<file path="src/hw/rtl/ddrsdm_pkg.sv">
// Shared types and constants for the DDR SDRAM device model.
// No dependencies; used by every module under hw/rtl.
package ddrsdm_pkg;

    localparam int MEM_WORD_BITS = 16;
    localparam int MEM_DEPTH     = 1 << MEM_WORD_BITS;
    localparam int ADDR_SUM_BITS = 29;
    localparam int COL_BITS      = 17;
    localparam int Q_DEPTH       = 4;
    localparam int Q_PTR_BITS    = 2;

    localparam logic [1:0] OP_PASS  = 2'd0;
    localparam logic [1:0] OP_READ  = 2'd1;
    localparam logic [1:0] OP_WRITE = 2'd2;

    localparam logic [1:0] PH_IDLE  = 2'd0;
    localparam logic [1:0] PH_READ  = 2'd1;
    localparam logic [1:0] PH_WRITE = 2'd2;

    localparam logic [2:0] CMD_READ  = 3'b101;
    localparam logic [2:0] CMD_WRITE = 3'b100;
    localparam logic [2:0] CMD_ACT   = 3'b011;
    localparam logic [2:0] CMD_LMR   = 3'b000;

    localparam logic [1:0] STROBE_HI = 2'd2;
    localparam logic [1:0] STROBE_LO = 2'd1;

    localparam logic [3:0] BURST_SHORT = 4'd4;
    localparam logic [3:0] BURST_LONG  = 4'd8;
    localparam logic [2:0] RL_RESET    = 3'd7;
    localparam logic [3:0] WL_RESET    = 4'd3;

    typedef struct packed {
        logic [1:0]               op;
        logic [MEM_WORD_BITS-1:0] addr;
        logic [15:0]              data;
        logic [1:0]               strobe;
        logic                     mismatch;
    } beat_t;

endpackage

</file>
<file path="src/hw/rtl/ddrsdm_queue.sv">
// Short word queue between the front end and the memory back end.
// Depends on ddrsdm_pkg for beat_t and depth constants.
module ddrsdm_queue (
    input  logic               clk,
    input  logic               rst_n,
    input  logic               push,
    input  ddrsdm_pkg::beat_t  push_word,
    input  logic               pop,
    output ddrsdm_pkg::beat_t  head_word,
    output logic               full,
    output logic               empty
);

    ddrsdm_pkg::beat_t                entry_reg [ddrsdm_pkg::Q_DEPTH];
    logic [ddrsdm_pkg::Q_PTR_BITS-1:0] wr_ptr_reg;
    logic [ddrsdm_pkg::Q_PTR_BITS-1:0] rd_ptr_reg;
    logic [ddrsdm_pkg::Q_PTR_BITS:0]   count_reg;

    assign full      = (count_reg == ddrsdm_pkg::Q_PTR_BITS'(0) + (ddrsdm_pkg::Q_PTR_BITS+1)'(ddrsdm_pkg::Q_DEPTH));
    assign empty     = (count_reg == '0);
    assign head_word = entry_reg[rd_ptr_reg];

    always_ff @(posedge clk)
    begin
        if (push)
        begin
            entry_reg[wr_ptr_reg] <= push_word;
        end
    end

    always_ff @(posedge clk or negedge rst_n)
    begin
        if (!rst_n)
        begin
            wr_ptr_reg <= '0;
            rd_ptr_reg <= '0;
            count_reg  <= '0;
        end
        else
        begin
            if (push)
            begin
                wr_ptr_reg <= wr_ptr_reg + 1'b1;
            end
            if (pop)
            begin
                rd_ptr_reg <= rd_ptr_reg + 1'b1;
            end
            if (push && !pop)
            begin
                count_reg <= count_reg + 1'b1;
            end
            else if (pop && !push)
            begin
                count_reg <= count_reg - 1'b1;
            end
        end
    end

endmodule

</file>
<file path="config.mk">
export PLATFORM = sky130hd
export DESIGN_NAME = ddrsdm_queue
export DESIGN_NICKNAME = d
export VERILOG_FILES = /design/src/hw/rtl/ddrsdm_pkg.sv /design/src/hw/rtl/ddrsdm_queue.sv
export SDC_FILE = /design/constraint.sdc
export NUM_CORES = 1
export LEC_CHECK = 0
export BUFFER_PORTS_ARGS = -buffer_cell sky130_fd_sc_hd__buf_2
export CAP_MARGIN = 30
export CORE_MARGIN = 2
export CORE_UTILIZATION = 40
export CTS_BUF_LIST = sky130_fd_sc_hd__clkbuf_8 sky130_fd_sc_hd__clkbuf_16
export DETAILED_ROUTE_END_ITERATION = 7
export GPL_TIMING_DRIVEN = 0
export SETUP_SLACK_MARGIN = 0.4
export SYNTH_ARGS = -nofsm -noshare
export SYNTH_HDL_FRONTEND = slang
export SYNTH_SLANG_ARGS = --single-unit
</file>
<file path="constraint.sdc">
create_clock -name clk -period 2 [get_ports clk]
set_clock_uncertainty 0.05 [all_clocks]
set_input_delay 0.4 -clock clk [delete_from_list [all_inputs] [get_ports clk]]
set_output_delay 0.4 -clock clk [all_outputs]
set_load 0.005 [all_outputs]
</file>
* Yosys cells after proc, flatten, opt, wreduce, memory -nomap -nowiden *
Memory sizes are Yosys's and may differ from the RTL's.
Cells that the tools add are included.

word-level totals
  input bits = 41
  memories kept = 1
  memory bits (writable) = 148
  flip-flop bits (word level) = 7

operators by class
  eq/ne operators = 1
  mux-type cells = 4
  add/sub/neg operators = 4
  reduce and logical (&&, ||, !) cells = 6

memory list
  name       depth  width  rd ports  clocked after Yosys merged registers in  write ports  RTL line            source
  entry_reg  4      37     1         0                                        1            ddrsdm_queue.sv:14  ddrsdm_pkg::beat_t entry_reg [ddrsdm_pkg::Q_DEPTH];

operator list
  kind                                              number
  two-way mux 3 bit                                 2
  adder 2 x 1 -> 2 bit, second input constant       2
  adder 3 x 1 -> 3 bit, second input constant       1
  == test 3 bit, second input constant              1
  zero test 3 bit                                   1
  subtractor 3 x 1 -> 3 bit, second input constant  1
  logical AND 1 bit                                 2
  zero test 1 bit                                   2
  two-way mux 1 bit                                 2
  nonzero test 2 bit                                1

* Logic depth before layout (Yosys ltp) *
  depth in word-level cells = 4
  gate-level depth with buffers = 7
  gate-level depth less buffers = 7

* Worst setup path before layout *
No wires, ideal clock.

  kind = register -> register
  from = reg wr_ptr_reg[0] in the netlist's numbering
  to = mem entry_reg[2][0] in the netlist's numbering (enable)
  setup slack = 0.036 ns
  library setup time = 0.398 ns
  data arrival time = 1.516 ns
  clock period less this slack = 1.964 ns
  data required time = 1.552 ns
  cell stages (with the launch flop) = 4
  cell sequence = dfrtp_1 > inv_1 > ha_1 > and2_1

RTL lines
  what                    RTL line            source
  start, declared         ddrsdm_queue.sv:15  logic [ddrsdm_pkg::Q_PTR_BITS-1:0] wr_ptr_reg;
  start signal, assigned  ddrsdm_queue.sv:43  wr_ptr_reg <= wr_ptr_reg + 1'b1;
  end, declared           ddrsdm_queue.sv:14

Straight into the memory's write port.

==> summary.txt <==
Drt
  • DRC: 0
  • Drt first-iter violations: 130
  • WL/cell: between 15 and 20 µm
  • Drt total wl: approximately 10000 µm
  • Antenna violation net count after detailed routing: 0
  • Via density: approximately 4.8
  • Initial DRT Pass Iterations: 4
  • Vias after detailed routing: 2588

Final layout
  • Final Util: 0.5114
  • Nets@finish: roughly 390
  • Commonest non-fill, non-tap cells in the layout: 148 x edfxtp_1, 77 x buf_2, 37 x mux4_2
  • Layout cells sized above 1: 0.4915
  • Area Overhead vs Synth: 24.48%
  • Commonest non-fill, non-tap cell in the layout: edfxtp_1
  • Largest register FFs: about 150

Clocking
  • H-tree depth: 4
  • CTS clk-pin slew, worst paths: 0.06 ns
  • CTS sink count: about 160
  • TritonCTS clock tree: yes
  • Root buf cell: clkbuf_16
  • TritonCTS Buffers: 17
  • Clk buf depth: 2
  • Clk_lat worst skew: between 0.4 and 0.5 ns

Power and ir drop
  • Combinational share of power: 0.297
  • Pwr dens: ~1400 nW/µm²
  • P_sw: ~2700 µW
  • Total leakage power: roughly 0.0026 µW
  • Total Power: around 10000 µW
  • Clock power share: 0.270
  • Internal power: 7547 µW
  • Net Sw Frac: 0.2643
  • Sequential share of power: 0.433
  • Maximum vdd ir drop: just over 0.7 mV

Worst setup path
  • Crit path cell chain: buf_12 -> buf_12 -> mux4_2 -> buf_2
  • Crit path max fanout: 9
  • Critical Path AT: ~1.8 ns
  • Crit. End Element: output pin
  • Critical path type: flop to output pin
  • Crit start category: flop
  • CP max stage cell: mux4_2
  • CP max stage delay: 0.52 ns
  • Crit path top cell by count: buf_12
  • Worst endpoint required time: 1.55 ns
  • Crit path max-delay family: multiplexers
  • CP Buf/Inv Count: 3

GRT
  • Gr usage total: 0.1429
  • Largest net degree at the start of global routing: 26
  • Vias in the first global route: between 2000 and 3000
  • Initial antenna violation count: 1
  • First-pass GRT wire length: around 15000 µm
  • GR Overflow Total: 0

Yosys
  • Synthesized Nets: between 200 and 300
  • YS warnings: 0
  • Synthesized area: about 5700 µm²
  • Syn avg cell area: 25.22 µm²
  • Synthesized instance count: roughly 230
  • Sequential cell area fraction in the yosys report: 0.8070
  • FF+latch count, synth: around 160
  • Netlist cell types: 19

Die
  • FP Rows: 43
  • Initial Utilization: 0.4108
  • Die ar.: between 15000 and 20000 µm²
  • Die W: roughly 120 µm
  • I/O pins: 80
  • Die height: between 100 and 150 µm
  • Core area: between 10000 and 15000 µm²

Placement
  • DP Wirelength: roughly 6000 µm
  • GPL Wtd Cong: 0.6414
  • Place WS: 0.06058 ns
  • Port bufs: 79

STA
  • Relative slew slack: 0.7884
  • Tmin final: ~2.2 ns
  • Fmax: between 400 and 500 MHz
  • RSZ-0062 raised after global routing: yes
  • Pins Over Slew Limit: 0
  • Fin. Hold Viols: 0
  • Final Worst Setup Slack: -0.2052 ns
  • Worst slew pin tran: about 0.32 ns
  • Tcrit/Tclk final: 1.103
  • # setup viols final: 37

Status
  • Status: complete, but fails checks
  • Violated checks: negative setup slack

Flow run
  • Number of max-cap violations: 0

Min path
  • Hold Crit Class: input pin to flop
## repair_timing
action / in CTS / in global routing
resized for setup: 19 / 3
hold buffers: 1 / 0
endpoints found under the setup margin: 135 / 112
pin swaps: 1 / 4
endpoints found under the hold margin: 7 / 0
setup buffers: 2 / 9
## metal layers
layer  global-route usage  routed length [µm]  vias to the layer above
met5                    0                   0                        -
met4              0.06605                 113                        0
met3              0.05037                 576                        9
met1               0.1924                4534                     1330
li1                     -                   -                     1184
met2               0.2102                4811                       65
## cell families (layout without fill, tap and decap cells)
group           after synthesis  after routing  share of synthesized area
fa+ha+maj                     6              6                    0.01443
mux                          38             38                     0.1475
flops                       155            155                     0.8070
compound gates                1              1                  0.0008735
buf+inv                      12            139                    0.01246
other cells                   0              1                          0
xor+xnor                      6              6                   0.009180
simple gates                  9              9                   0.008523
## cells in the mapped netlist
cell type / count / share of area
nor3b_1: 1 / 0.0013
mux4_2: 37 / 0.15
nand2_1: 2 / 0.0013
xor2_1: 4 / 0.0061
o21ai_0: 1 / 0.00087
ha_1: 5 / 0.011
and2_1: 4 / 0.0044
dfrtp_1: 7 / 0.031
nor2_1: 1 / 0.00066
xnor2_1: 2 / 0.0031
mux2_2: 1 / 0.0020
buf_6: 2 / 0.0039
buf_2: 3 / 0.0026
inv_1: 4 / 0.0026
nor3_1: 1 / 0.00087
clkbuf_1: 1 / 0.00066
edfxtp_1: 148 / 0.78
buf_4: 2 / 0.0026
fa_1: 1 / 0.0035
## metrics by stage
step / hold WS, ns / cell area (µm²) / cells / TNS, ns
after floorplan: 0.05441 / 5733 / 227 / 0
after global placement: 0.1899 / 6354 / 486 / 0
after detailed placement: 0.1910 / 6434 / 490 / 0
after CTS: 0.1320 / 7043 / 525 / -7.519
after global routing: 0.1342 / 7123 / 534 / -8.831
final: 0.1481 / 7126 / 535 / -5.895
## power groups by stage
| stage | clock network (µW) | registers [µW] | logic [µW] |
|---|---|---|---|
| after floorplan | 0 | 4450 | 1720 |
| after global placement | 0 | 4480 | 2710 |
| after detailed placement | 0 | 4500 | 2840 |
| after CTS | 2840 | 4450 | 3030 |
| after global routing | 2970 | 4500 | 3330 |
| final | 2770 | 4440 | 3050 |
## final timing paths
| check | start | endpoint | slack [ns] | cells after the start |
|---|---|---|---|---|
| max | rd_ptr_reg[0]$_DFFE_PN0P_ | head_word[33] | -0.21 | 4 |
| min | push_word[9] | entry_reg[0][9]$_DFFE_PP_ | 0.15 | 1 |
| max reg2reg | count_reg[0]$_DFFE_PN0P_ | count_reg[2]$_DFFE_PN0P_ | 0.48 | 5 |
| min reg2reg | count_reg[2]$_DFFE_PN0P_ | count_reg[2]$_DFFE_PN0P_ | 0.45 | 1 |
| max in group asynchronous | rst_n | rd_ptr_reg[0]$_DFFE_PN0P_ | 1.44 | 2 |
| min in group asynchronous | rst_n | wr_ptr_reg[1]$_DFFE_PN0P_ | 0.29 | 2 |
## area by class of cell
type / instances / area (µm²)
Buffer: 8 / 90.09
Multi-Input combinational cell: 60 / 1056
Clock inverter: 12 / 50.05
Timing Repair Buffer: 95 / 596.8
Fill cell: 1139 / 6809
Clock buffer: 20 / 466.7
Tap cell: 180 / 225.2
Sequential cell: 155 / 4623
Antenna cell: 1 / 2.502
Inverter: 4 / 15.01
Note: power is estimated with default switching activity, not from simulation.
