--- config.mk ---
export PLATFORM = sky130hd
export DESIGN_NAME = ddrsdm_front
export DESIGN_NICKNAME = d
export VERILOG_FILES = /design/src/hw/rtl/ddrsdm_pkg.sv /design/src/hw/rtl/ddrsdm_front.sv
export SDC_FILE = /design/constraint.sdc
export NUM_CORES = 1
export LEC_CHECK = 0
export BUFFER_PORTS_ARGS = -buffer_cell sky130_fd_sc_hd__buf_2
export CAP_MARGIN = 20
export CORE_ASPECT_RATIO = 0.75
export CORE_MARGIN = 1.5
export CORE_UTILIZATION = 55
export CTS_BUF_LIST = sky130_fd_sc_hd__clkbuf_4
export DETAILED_ROUTE_END_ITERATION = 8
export MAX_ROUTING_LAYER = met4
export PLACE_DENSITY_LB_ADDON = 0.25
export SYNTH_ARGS = -nofsm -noshare
export SYNTH_HDL_FRONTEND = slang
export SYNTH_SLANG_ARGS = --single-unit
--- constraint.sdc ---
create_clock -name clk -period 2.1 [get_ports clk]
set_input_delay 0.105 -clock clk [delete_from_list [all_inputs] [get_ports clk]]
set_output_delay 0.105 -clock clk [all_outputs]
set_load 0.01 [all_outputs]
--- src/hw/rtl/ddrsdm_pkg.sv ---
// Shared types and constants for the DDR SDRAM device model.
// No dependencies; used by every module under hw/rtl.
package ddrsdm_pkg;

    localparam int MEM_WORD_BITS = 16;
    localparam int MEM_DEPTH     = 1 << MEM_WORD_BITS;
    localparam int ADDR_SUM_BITS = 29;
    localparam int COL_BITS      = 17;
    localparam int Q_DEPTH       = 4;
    localparam int Q_PTR_BITS    = 2;

    localparam logic [1:0] OP_PASS  = 2'd0;
    localparam logic [1:0] OP_READ  = 2'd1;
    localparam logic [1:0] OP_WRITE = 2'd2;

    localparam logic [1:0] PH_IDLE  = 2'd0;
    localparam logic [1:0] PH_READ  = 2'd1;
    localparam logic [1:0] PH_WRITE = 2'd2;

    localparam logic [2:0] CMD_READ  = 3'b101;
    localparam logic [2:0] CMD_WRITE = 3'b100;
    localparam logic [2:0] CMD_ACT   = 3'b011;
    localparam logic [2:0] CMD_LMR   = 3'b000;

    localparam logic [1:0] STROBE_HI = 2'd2;
    localparam logic [1:0] STROBE_LO = 2'd1;

    localparam logic [3:0] BURST_SHORT = 4'd4;
    localparam logic [3:0] BURST_LONG  = 4'd8;
    localparam logic [2:0] RL_RESET    = 3'd7;
    localparam logic [3:0] WL_RESET    = 4'd3;

    typedef struct packed {
        logic [1:0]               op;
        logic [MEM_WORD_BITS-1:0] addr;
        logic [15:0]              data;
        logic [1:0]               strobe;
        logic                     mismatch;
    } beat_t;

endpackage

--- src/hw/rtl/ddrsdm_front.sv ---
// Front end: command decode, bank/row/column tracking and beat scheduling.
// Depends on ddrsdm_pkg; emits one beat_t word per accepted input.
module ddrsdm_front (
    input  logic               clk,
    input  logic               rst_n,
    input  logic               accept,
    input  logic [1:0]         clock_phase,
    input  logic               chip_select_n,
    input  logic               ras_n,
    input  logic               cas_n,
    input  logic               we_n,
    input  logic [2:0]         bank_select,
    input  logic [15:0]        address,
    input  logic [15:0]        write_data,
    input  logic [1:0]         write_strobe,
    output ddrsdm_pkg::beat_t  beat
);

    logic [1:0]                          phase_reg, phase_next;
    logic [4:0]                          lat_reg, lat_next;
    logic [3:0]                          beats_reg, beats_next;
    logic [15:0]                         row_reg, row_next;
    logic [ddrsdm_pkg::COL_BITS-1:0]     col_reg, col_next;
    logic [2:0]                          bank_reg, bank_next;
    logic [3:0]                          mode_reg, mode_next;
    logic [3:0]                          blen_reg, blen_next;
    logic [2:0]                          rl_reg, rl_next;
    logic [3:0]                          wl_reg, wl_next;
    logic [ddrsdm_pkg::ADDR_SUM_BITS-1:0] sum;

    assign sum = {row_reg, 13'd0}
               + {{(ddrsdm_pkg::ADDR_SUM_BITS-13){1'b0}}, bank_reg, 10'd0}
               + {{(ddrsdm_pkg::ADDR_SUM_BITS-ddrsdm_pkg::COL_BITS){1'b0}}, col_reg};

    always_comb
    begin
        phase_next = phase_reg;
        lat_next   = lat_reg;
        beats_next = beats_reg;
        row_next   = row_reg;
        col_next   = col_reg;
        bank_next  = bank_reg;
        mode_next  = mode_reg;
        blen_next  = blen_reg;
        rl_next    = rl_reg;
        wl_next    = wl_reg;

        beat.op       = ddrsdm_pkg::OP_PASS;
        beat.addr     = sum[ddrsdm_pkg::MEM_WORD_BITS:1];
        beat.data     = write_data;
        beat.strobe   = write_strobe;
        beat.mismatch = 1'b0;

        if (!lat_reg[4])
        begin
            lat_next = lat_reg - 5'd1;
            if (phase_reg == ddrsdm_pkg::PH_READ)
            begin
                beat.strobe = ddrsdm_pkg::STROBE_HI;
            end
        end
        else if (phase_reg == ddrsdm_pkg::PH_READ && beats_reg != 4'd0)
        begin
            beats_next  = beats_reg - 4'd1;
            col_next    = col_reg + 17'd2;
            beat.op     = ddrsdm_pkg::OP_READ;
            beat.strobe = beats_next[0] ? ddrsdm_pkg::STROBE_LO : ddrsdm_pkg::STROBE_HI;
        end
        else if (phase_reg == ddrsdm_pkg::PH_WRITE && beats_reg != 4'd0)
        begin
            beats_next    = beats_reg - 4'd1;
            col_next      = col_reg + 17'd2;
            beat.op       = ddrsdm_pkg::OP_WRITE;
            beat.mismatch = (write_strobe != clock_phase);
        end

        if (clock_phase[0] && !chip_select_n)
        begin
            unique case ({ras_n, cas_n, we_n})
                ddrsdm_pkg::CMD_READ:
                begin
                    col_next   = {1'b0, address};
                    bank_next  = bank_select;
                    phase_next = ddrsdm_pkg::PH_READ;
                    lat_next   = {1'b0, rl_reg, 1'b0} - 5'd1;
                    beats_next = blen_reg;
                end
                ddrsdm_pkg::CMD_WRITE:
                begin
                    col_next   = {1'b0, address};
                    phase_next = ddrsdm_pkg::PH_WRITE;
                    lat_next   = {wl_reg, 1'b0} - 5'd2;
                    beats_next = blen_reg;
                end
                ddrsdm_pkg::CMD_ACT:
                begin
                    row_next = address;
                end
                ddrsdm_pkg::CMD_LMR:
                begin
                    if (bank_select == 3'd0)
                    begin
                        mode_next = {address[6:4], address[0]};
                    end
                    blen_next = mode_next[0] ? ddrsdm_pkg::BURST_LONG
                                             : ddrsdm_pkg::BURST_SHORT;
                    rl_next   = mode_next[3:1];
                    wl_next   = {1'b0, mode_next[3:1]} - 4'd1;
                end
                default:
                begin
                end
            endcase
        end
    end

    always_ff @(posedge clk or negedge rst_n)
    begin
        if (!rst_n)
        begin
            phase_reg <= ddrsdm_pkg::PH_IDLE;
            lat_reg   <= 5'd0;
            beats_reg <= 4'd0;
            row_reg   <= 16'd0;
            col_reg   <= '0;
            bank_reg  <= 3'd0;
            mode_reg  <= 4'd0;
            blen_reg  <= 4'd0;
            rl_reg    <= ddrsdm_pkg::RL_RESET;
            wl_reg    <= ddrsdm_pkg::WL_RESET;
        end
        else if (accept)
        begin
            phase_reg <= phase_next;
            lat_reg   <= lat_next;
            beats_reg <= beats_next;
            row_reg   <= row_next;
            col_reg   <= col_next;
            bank_reg  <= bank_next;
            mode_reg  <= mode_next;
            blen_reg  <= blen_next;
            rl_reg    <= rl_next;
            wl_reg    <= wl_next;
        end
    end

endmodule

## After elaboration in Yosys (flattened, before gate mapping)

Cells that the tools add are included.

- Flip-flop bits (word level): 50
- Input bits: 46
- Logic and storage cells: 65

- Add/sub/neg operators: 8
- Equality and inequality tests: 6
- Multiplexer cells: 28
- Reduce and logical (&&, ||, !) cells: 13

Operators with widths:

| operator | count |
|---|---|
| 17-bit two-way mux | 5 |
| 4-bit two-way mux | 9 |
| 17-bit by 13-bit adder with 17-bit output | 1 |
| 17-bit adder | 1 |
| 17-bit by 2-bit adder with 17-bit output, second input constant | 1 |
| 2-bit two-way mux | 7 |
| 3-bit AND reduction | 4 |
| 5-bit two-way mux | 2 |
| 5-bit case mux with 2 select lines | 1 |
| 3-bit == test, second input constant | 2 |
| 3-bit logical NOT | 2 |
| 4-bit by 1-bit subtractor with 5-bit output, second input constant | 1 |
| 5-bit by 1-bit subtractor with 5-bit output, second input constant | 1 |
| 5-bit by 2-bit subtractor with 5-bit output, second input constant | 1 |
| 2-bit case mux with 2 select lines | 1 |
| 4-bit nonzero test | 1 |
| 3-bit by 1-bit subtractor with 4-bit output, second input constant | 1 |
| 4-bit by 1-bit subtractor with 4-bit output, second input constant | 1 |
| 3-bit by 2-bit == test with 1-bit output, second input constant | 1 |
| 1-bit logical AND | 3 |
| 1-bit two-way mux | 3 |
| 2-bit by 1-bit == test with 1-bit output, second input constant | 1 |
| 2-bit == test, second input constant | 1 |
| 2-bit != test | 1 |
| 3 further kinds | 3 |

## Longest topological paths before layout

- Depth in word-level cells: 7
- Depth in mapped cells: 8
- Depth with buffers taken out: 6

## Worst setup path after synthesis

Ideal clock, no wire load.

- Kind: reg2reg
- From: reg beats_reg[0]
- To: reg col_reg[16] (netlist name)
- Setup time: 0.087 ns
- Arrival time: 1.848 ns
- Data required time: 2.013 ns
- Setup slack: 0.165 ns
- Cell stages (with the launch flop): 9
- Path buffers: 2
- Clock period less this slack: 1.935 ns
- Cells stage by stage: dfrtp_1 inv_1 ha_1 or3b_1 buf_4 and4_1 buf_6 a311o_1 o211ai_1

- Word-level cells in the longest chain between the ends: 7
- Elaborated cells between the ends (all ways): 8

Ends and longest elaborated chain:

| what | RTL line | RTL |
|---|---|---|
| start, declared | ddrsdm_front.sv:21 | `logic [3:0] beats_reg, beats_next;` |
| start signal, assigned | ddrsdm_front.sv:136 | `beats_reg <= beats_next;` |
| 4-bit nonzero test * | ddrsdm_front.sv:62, ddrsdm_front.sv:69 |  |
| 1-bit logical AND | ddrsdm_front.sv:69 | `else if (phase_reg == ddrsdm_pkg::PH_WRITE && beats_reg != 4'd0)` |
| 17-bit two-way mux | ddrsdm_front.sv:69 |  |
| 17-bit two-way mux * | ddrsdm_front.sv:62 | `else if (phase_reg == ddrsdm_pkg::PH_READ && beats_reg != 4'd0)` |
| 17-bit two-way mux * | ddrsdm_front.sv:54 | `if (!lat_reg[4])` |
| 17-bit two-way mux | ddrsdm_front.sv:79 | `unique case ({ras_n, cas_n, we_n})` |
| 17-bit two-way mux * | ddrsdm_front.sv:77 | `if (clock_phase[0] && !chip_select_n)` |
| end signal, assigned | ddrsdm_front.sv:138 | `col_reg <= col_next;` |
| end, declared | ddrsdm_front.sv:23 | `logic [ddrsdm_pkg::COL_BITS-1:0] col_reg, col_next;` |

Mark *: on every way between the ends. The rest lies on a longest branch, timed or not.
A chain may end at the register's enable or synchronous reset.

==> results.md <==
CTS:
- In this run the deepest clock path goes through 2 buffers.
- TritonCTS built the clock tree.
- The clock-pin slew on the worst setup and hold paths is 0.14 ns.
- CTS placed an instance of clkbuf_4 at the clock tree root.
- The number of levels the H-tree was split into is 2.
- The number of buffers added by the clock tree synthesis step is 5.
- Counting every sink on the clock net gives 46.
- The clock latency on the worst-skew pair is 0.37 ns.

Global routing:
- The first global-routing pass estimated 13090 um of wire.
- The overall track demand over capacity in global routing is 26.98%.
- The pin count of the biggest net entering global routing is 36.
- The via count of the first global-routing pass is 2623.
- The number of antenna violations at the first check in global routing is 0.
- Global routing finished with a remaining overflow of 0.

Timing:
- The max-slew violation count is 0.
- After layout, the minimum clock period comes to 2.290 ns.
- Setup violations remaining at the end of the flow were counted as 2.
- The maximum clock frequency is 0.4367 GHz.
- In this run the tightest slew margin relative to its limit is 59.09%.
- Setup repair after global routing could not meet its margin everywhere.
- Clock skew on the completed layout was measured at 0.01725 ns.
- The final-layout worst hold slack is 0.01535 ns.
- Of the available clock period, the critical path in the final layout requires 109.0%.
- For the pin with the worst max-slew slack, the measured transition is 0.6137 ns.
- The final hold violation count is 0.
- In the post-route analysis, the smallest setup slack over all paths is -0.1897 ns.

Final layout:
- Relative to the synthesized area, the layout overhead comes to 16.60%.
- The antenna diode count is 0.
- The fraction of final layout cells with drive strength greater than 1 is 29.92%.
- The number of flip-flops under the largest register name is 16.
- At the end of the flow, the number of nets in the layout was 449.
- The share of the core filled with cells is 68.15%.
- The final instance area is 0.003726 mm^2.

Setup path:
- The largest single stage delay on the critical path is 0.41 ns.
- STA puts the critical path data required time at 2.00 ns.
- Broken down by cell family, the worst path's largest delay share belongs to compound AO/OA/AOI/OAI gates.
- The class of the most critical setup path is flop to primary output.
- STA classifies the critical path startpoint as a flop.
- For this design, the slowest cell found on the critical path is dfrtp_1.
- The worst setup path is captured at a primary output.
- The critical path goes through ha_2 -> fa_2 -> a21oi_4 -> o21bai_4 -> a2111oi_4 -> nor3_1 -> buf_2.
- The maximum fanout along the worst path is 3.
- The combined buffer and inverter count along the critical path is 1.
- At the worst endpoint, the arrival time is 2.18 ns.

Place:
- The congestion estimate from routability-driven global placement came to 0.8567.
- During placement, the flow inserted port buffers numbering 50.
- The post-place instance area is 0.003426 mm^2.
- The post-placement worst setup slack is 0.03871 ns.
- The half-perimeter wire length after detailed placement is 5757 um.

Yosys:
- A synthesized cell averages 9.289 um^2.
- In the synthesized netlist, the number of instances is 344.
- In the synthesized netlist the dominant register cell turns out to be dfrtp_1.
- The synthesized design contains 46 register bits.
- The share of flip-flops with an asynchronous set or reset is 100.0%.
- The number of nets handed over by synthesis was 403.
- The portion of the post-synthesis area used by sequential elements is 36.22%.
- In this run the cell area of the synthesized design comes to 0.003196 mm^2.
- During synthesis, Yosys emitted a total of 0 warnings.
- The netlist uses 69 different library cells.
- The number of enable-type register cells in the synthesized netlist is 0.

Power:
- The relative contribution of sequential cells to total power is 37.9%.
- The fraction of power consumed by the clock network is 16.4%.
- The portion of total power attributed to combinational logic is 45.7%.
- VDD sags by at most 0.0004322 V.
- The internal power consumption is 2.146 mW.
- The static leakage power is 1.664 nW.
- The power spent charging and discharging nets is 1.379 mW.
- The total power per unit cell area is 946.1 mW/mm^2.
- In this run switching power makes up 39.13% of total power.

Job:
- The tool flagged a number of max-cap violations equal to 0.

Drt:
- In the routed layout, each cell is associated on average with a via count of 6.187.
- The routed layout has 2883 vias.
- The first TritonRoute pass finished after 7 iterations.
- The wire length after detailed routing is 8209 um.
- The detailed router's first-iteration violation count is 284.
- The post-route DRC violation count is 0.
- The residual antenna-violating net count after detailed routing is 0.
- After detailed routing, the average wire length per cell comes to 17.62 um.

Die:
- The initial cell density of the core is 58.44%.
- The area of the core region is 0.005468 mm^2.
- From bottom edge to top edge, the die measures 69.01 um.
- The die covers 0.006281 mm^2.
- The floorplan has 23 rows.
- The die boundary width is 91.02 um.
- During I/O placement, the number of pins put on the boundary was 83.

Status:
- The final reports fail on setup timing.
- The flow ran to the end, but the final reports show violations.

Worst hold path:
- The class of the worst hold path is primary input to flop.
## power groups by stage
| stage | Sequential [mW] | Combinational [mW] | Clock (mW) |
|---|---|---|---|
| floorplan | 1.29 | 1.06 | 0 |
| global placement | 1.33 | 1.35 | 0 |
| detailed placement | 1.34 | 1.40 | 0 |
| CTS | 1.33 | 1.50 | 0.580 |
| global route | 1.36 | 1.76 | 0.621 |
| finish | 1.34 | 1.61 | 0.577 |
## path summary, 6_finish.rpt
kind,startpoint,to,slack [ns],cells past startpoint
worst max register to register,beats_reg[0],col_reg[16],0.08,7
worst min register to register,rl_reg[2],rl_reg[2],0.51,2
worst min-delay path,address[6],mode_reg[3],0.02,2
min in group asynchronous,rst_n,phase_reg[0],0.26,2
max in group asynchronous,rst_n,rl_reg[1],1.14,3
worst max-delay path,col_reg[10],beat[34],-0.19,7
## cell usage after synthesis, drive strengths merged, types with 7 or more instances
cell type	count	area, um^2
o21ai	18	90.09
or3	7	43.79
nand2	25	93.84
dfrtp	41	1026
xor2	7	68.82
nor2	9	33.78
ha	12	150.1
mux2	10	112.6
a21oi	15	75.07
nand3	19	95.09
nor3	11	60.06
inv	18	67.56
clkbuf	10	37.54
buf	32	231.5
## worst register-to-register path, cell delays in order, from the launching register on
cell,delay (ns)
dfrtp_1,0.42
inv_2,0.09
ha_4,0.14
or3b_4,0.38
buf_4,0.17
and4_2,0.27
a311o_1,0.37
o211ai_1,0.09
## final cells by class
cell class              count  area (um^2)
inverters                  18        67.56
clock inverters             1        30.03
fillers                   447         1742
multi-input cells         238         1804
repair buffers             81        520.5
flip-flops and latches     46         1157
well taps                  75        93.84
clock buffers               7        52.55
## per-layer routing
layer	track usage (%)	up-vias	share of wire, %
met5	-	-	0
met4	6.597	0	0.82
met3	4.857	11	8.3
met2	38.64	149	45
met1	39.46	1376	45
li1	-	1347	-
## cell families (layout without fill, tap and decap cells)
| logic type | count (synthesis) | in the layout | share of synthesized area (%) |
|---|---|---|---|
| compound gates | 86 | 86 | 18.64 |
| xor+xnor | 11 | 11 | 3.250 |
| fa+ha+maj | 13 | 13 | 5.325 |
| buf+inv | 60 | 107 | 10.53 |
| flops | 46 | 46 | 36.22 |
| mux | 16 | 16 | 5.403 |
| simple gates | 112 | 112 | 20.63 |
## through the flow
stage / total power, mW / setup TNS [ns] / std cells
2_1_floorplan: 2.357 / 0 / 344
3_3_place_gp: 2.674 / 0 / 444
3_5_place_dp: 2.741 / 0 / 444
4_1_cts: 3.408 / -0.2080 / 461
5_1_grt: 3.743 / -0.4430 / 466
6_report: 3.525 / -0.2586 / 466
## repair_timing
item	in CTS	in global routing
pin swaps	3	4
buffers inserted	2	5
resized for setup	12	12
hold endpoints to repair	30	0
hold buffers	7	0
endpoints found under the setup margin	9	8
## layout by cell type (no fill, tap or decap), drive strengths merged, types with 6 or more instances in the layout
cell	Yosys	final
nor3	11	11
xor2	7	7
nor2	9	9
nand2	25	25
nor3b	6	6
nand3	19	19
o21ai	18	18
dfrtp	41	41
ha	12	12
a21oi	15	15
mux2i	6	6
buf	32	74
clkbuf	10	7
inv	18	18
mux2	10	10
dlygate4sd3	0	7
or3	7	7
and4	6	6
No activity file was read; power rests on OpenSTA's default activity.
